<file path="src/hw/rtl/kiat_pkg.sv">
// Shared types, codes and constants of the k-mer accumulator table.
package kiat_pkg;

	localparam int KMER_DEFAULT       = 5;
	localparam int VALUE_BITS_DEFAULT = 32;

	localparam int KEY_W        = 40;
	localparam int POS_W        = 3;
	localparam int AMOUNT_W     = 32;
	localparam int SLOT_FIELD_W = 3;
	localparam int SLOT_VALUE_W = 32;
	localparam int CHAR_W       = 8;

	localparam logic [CHAR_W-1:0] CHAR_A = 8'h41;
	localparam logic [CHAR_W-1:0] CHAR_C = 8'h43;
	localparam logic [CHAR_W-1:0] CHAR_G = 8'h47;
	localparam logic [CHAR_W-1:0] CHAR_U = 8'h55;

	localparam logic [1:0] CODE_A = 2'd0;
	localparam logic [1:0] CODE_C = 2'd1;
	localparam logic [1:0] CODE_G = 2'd2;
	localparam logic [1:0] CODE_U = 2'd3;

	typedef enum logic {
		ACTION_ADD  = 1'b0,
		ACTION_READ = 1'b1
	} action_t;

	typedef enum logic [1:0] {
		STATUS_OK        = 2'd0,
		STATUS_UNWRITTEN = 2'd1,
		STATUS_BAD_KEY   = 2'd2
	} status_t;

	typedef enum logic [1:0] {
		ST_CLEAR,
		ST_IDLE,
		ST_EXEC,
		ST_STREAM
	} state_t;

	typedef struct packed {
		action_t                     action;
		logic [KEY_W-1:0]            key_chars;
		logic [POS_W-1:0]            position;
		logic signed [AMOUNT_W-1:0]  add_value;
	} req_beat_t;

	typedef struct packed {
		status_t                        status;
		logic [SLOT_FIELD_W-1:0]        slot;
		logic signed [SLOT_VALUE_W-1:0] slot_value;
		logic                           last;
	} rsp_beat_t;

	typedef struct packed {
		logic clear;
		logic capture;
		logic emit;
		logic update;
		logic advance;
	} ctrl_cmd_t;

	typedef struct packed {
		logic clear_done;
		logic out_free;
		logic bad_key;
		logic is_read;
		logic entry_hit;
		logic slot_last;
	} dp_status_t;

endpackage

</file>
<file path="src/hw/rtl/kiat_ctrl.sv">
// Controller state machine: clearing sweep, accept, update and slot streaming.
module kiat_ctrl (
	input  logic                   clk,
	input  logic                   arst_n,
	input  logic                   req_valid,
	output logic                   req_stall,
	input  kiat_pkg::dp_status_t   stat,
	output kiat_pkg::ctrl_cmd_t    cmd
);

	kiat_pkg::state_t state_q;
	kiat_pkg::state_t state_d;

	always_ff @(posedge clk or negedge arst_n) begin
		if (!arst_n) begin
			state_q <= kiat_pkg::ST_CLEAR;
		end else begin
			state_q <= state_d;
		end
	end

	always_comb begin
		state_d = state_q;
		unique case (state_q)
			kiat_pkg::ST_CLEAR: begin
				if (stat.clear_done) begin
					state_d = kiat_pkg::ST_IDLE;
				end
			end
			kiat_pkg::ST_IDLE: begin
				if (req_valid) begin
					state_d = kiat_pkg::ST_EXEC;
				end
			end
			kiat_pkg::ST_EXEC: begin
				if (stat.out_free) begin
					if (!stat.bad_key && stat.is_read && stat.entry_hit) begin
						state_d = kiat_pkg::ST_STREAM;
					end else begin
						state_d = kiat_pkg::ST_IDLE;
					end
				end
			end
			kiat_pkg::ST_STREAM: begin
				if (stat.out_free && stat.slot_last) begin
					state_d = kiat_pkg::ST_IDLE;
				end
			end
			default: begin
				state_d = kiat_pkg::ST_CLEAR;
			end
		endcase
	end

	always_comb begin
		cmd       = '0;
		req_stall = 1'b1;
		unique case (state_q)
			kiat_pkg::ST_CLEAR: begin
				cmd.clear = 1'b1;
			end
			kiat_pkg::ST_IDLE: begin
				req_stall   = 1'b0;
				cmd.capture = req_valid;
			end
			kiat_pkg::ST_EXEC: begin
				cmd.emit    = stat.out_free;
				cmd.update  = stat.out_free && !stat.bad_key && !stat.is_read;
				cmd.advance = stat.out_free && !stat.bad_key && stat.is_read
					&& stat.entry_hit;
			end
			kiat_pkg::ST_STREAM: begin
				cmd.emit    = stat.out_free;
				cmd.advance = stat.out_free && !stat.slot_last;
			end
			default: begin
				cmd = '0;
			end
		endcase
	end

endmodule

</file>
<file path="config.mk">
export PLATFORM = sky130hd
export DESIGN_NAME = kiat_ctrl
export DESIGN_NICKNAME = d
export VERILOG_FILES = /design/src/hw/rtl/kiat_pkg.sv /design/src/hw/rtl/kiat_ctrl.sv
export SDC_FILE = /design/constraint.sdc
export NUM_CORES = 1
export LEC_CHECK = 0
export ABC_AREA = 1
export BUFFER_PORTS_ARGS = -buffer_cell sky130_fd_sc_hd__buf_2
export CORE_AREA = 10 10 47 49
export DETAILED_ROUTE_END_ITERATION = 6
export DIE_AREA = 0 0 57 59
export SYNTH_ARGS = -nofsm -noshare
export SYNTH_HDL_FRONTEND = slang
export SYNTH_SLANG_ARGS = --single-unit
</file>
<file path="constraint.sdc">
create_clock -name clk -period 1.27 [get_ports clk]
set_clock_uncertainty 0.15 [all_clocks]
set_input_delay 0.1905 -clock clk [delete_from_list [all_inputs] [get_ports clk]]
set_output_delay 0.1905 -clock clk [all_outputs]
set_load 0.005 [all_outputs]
</file>
==> metrics.cfg <==
[synth]
ys.warnings.count = 0
synth_fp_nets = 53
syn_avg_cell_area_um2 = 6.26
yosysSeqAreaShare_pct = 20.0
ys_seq_elements = 2
synth.top_cell.area_share_pct = 20.0
synth_top_area_cell = dfrtp_1
synth_cells = 40
synth_area_leaders = dfrtp_1 20%, ha_1 20%, nand2_1 18%
syn_area_um2 = 250
synth_cell_type_count = 12

[die]
rows = 14
ioPinCount = 15
dieArea_um2 = 3360
chipHeight_um = 59
chipWidth_um = 57
initial_core_util_pct = 17.9
design.core.area_um2 = 1400

[worst_setup_path]
crit_required_ps = 930
r2r_slack_ps = -160
reg2reg_to = state_q[1]
reg2reg_from = state_q[0]
crit_fanout = 4
endpoint = cmd[0]
arrival_ps = 1240
cp-end-kind = primary output
cp-startpoint = state_q[0]
crit_type = reg2out
startpoint_type = flop
r2r_cells = 10

[timing]
slew_violations = 0
maxSlewHeadroom_pct = 87.8
worst_slack_ps = -310
grt_setup_unrepaired = true
fin_crit_ps = 1580
period_share_pct = 124
max_freq_mhz = 633
fin_setup_tns_ps = -1820
tightest_slew_ps = 182
hold_violations = 0
setup-violations-final = 8

[status]
violations = negative setup slack
status = complete, but fails checks

[detailed_routing]
final_antenna_net_count = 0
drt_iter0_drc = 5
vias = 295
routed_wl_um = 715
drc_errors = 0
viasPerCell = 3.73
wl_per_cell_um = 9.05
drt_pass1_iterations = 2

[global_route]
busiest_layer = met2
antenna_found_initial = 0
grt_max_degree = 5
grt_use_met1_pct = 4.65
grt_util_met3_pct = 4.08
track_usage_pct = 4.59
grt_pass1_vias = 277
grt_pass1_wl_um = 1240
gr-usage-met2_pct = 6.51
grt.overflow.total = 0

[final_layout]
largest_registers = state_q: 2 flops
top_register = state_q
finalNetCount = 78
synthToLayoutAreaGrowth_pct = 81.0
drive_above_1_share_pct = 60.3
multiInputGateArea_um2 = 200
fillers = 161
diodes = 0
seqCellArea_um2 = 51.3
largest_reg_flops = 2

[hold_path]
min-delay-path-class = in2async

[clock_network]
clockBufferDepth = 2
cts.sinks = 2
tritoncts = done
cts_made_buffers = 3
insertion_delay_ps = 220
cts-root-buf = clkbuf_4
clk_pin_slew_ps = 30
htree_levels = 1

[place]
portBuffers = 14
gp_congestion = 0.773
place_ws_ps = -152
post-dp-hpwl_um = 614

[pwr]
p_leak_uw = 0.000263
peakVddDrop_mv = 0.546
power_density_nw_per_um2 = 1700

[run]
drv_cap = 0

-- stage by stage --
stage	util (%)	total power (µW)	hold slack, ps	instance area, µm²	cells
floorplan	-	374	-255	256	40
global placement	26.9	554	-172	377	74
detailed placement	26.9	564	-172	377	74
CTS	31.7	766	136	444	79
global route	32.3	867	140	453	79
finish	32.3	770	138	453	79
-- per-layer routing --
| metal | part of all wire (%) | wire, µm |
|---|---|---|
| met5 | 0 | 0 |
| met3 | 13 | 96 |
| met4 | 0 | 0 |
| met2 | 46 | 327 |
| met1 | 41 | 292 |
-- synth_stat cells --
master / n
o21ai_1: 1
nor3_1: 1
o21ai_0: 2
nand3_1: 1
dfrtp_1: 2
ha_1: 4
nor2_4: 1
nand2_1: 12
a21oi_1: 1
nor2_1: 1
nand2_2: 3
inv_1: 11
-- report_power, final --
group          switching [µW]  internal (µW)
Sequential               36.3           95.0
Clock                    28.6            104
Combinational             259            248
-- critical path: stages, from the launching register on --
cell and delay, ps:
dfrtp_1 400, inv_2 90, ha_4 150, nand2_2 50
inv_2 40, nand2_2 60, a21oi_2 120, buf_2 120
-- worst min-delay path by stage --
stage	cells past startpoint	end	start
after floorplan	0	state_q[0]	arst_n
after global placement	1	state_q[1]	arst_n
final	2	state_q[1]	arst_n
after detailed placement	1	state_q[0]	arst_n
after global routing	2	state_q[0]	arst_n
after CTS	2	state_q[1]	arst_n
-- timing repair --
action                                  CTS  global route
buffers inserted                          1             0
endpoints found under the setup margin    8             8
gates resized for setup                   6             7
pin swaps                                 0             4
endpoints found under the hold margin     2             0
hold buffers                              1             0
-- placed cells by master, fill, tap and decap left out --
cell type      count
buf_2             14
nand2_1            9
inv_1              8
nand2_2            6
buf_4              5
inv_2              3
o21ai_1            3
clkbuf_4           3
ha_4               2
ha_2               2
nor2_1             1
a21oi_2            1
nor3_1             1
nor2_4             1
nand3_1            1
dlygate4sd3_1      1
dfrtp_1            1
dfrtp_2            1
-- layout make-up --
cell class                 instances  share of cell area, %
timing repair buffer              20                   26.0
sequential                         2                   11.3
inverter                          11                   9.12
multi-input combinational         27                   44.2
clock buffer                       3                   4.97
tap                               16                   4.42
-- logic make-up after synthesis --
family                   Yosys count  synth area share (%)
flip-flops                         2                  20.0
AND/OR/NAND/NOR                   19                  35.5
AO/OA/AOI/OAI                      4                  8.00
buffers and inverters             11                  16.5
adder cells (fa/ha/maj)            4                  20.0
Power figures use the tool's default switching activity.
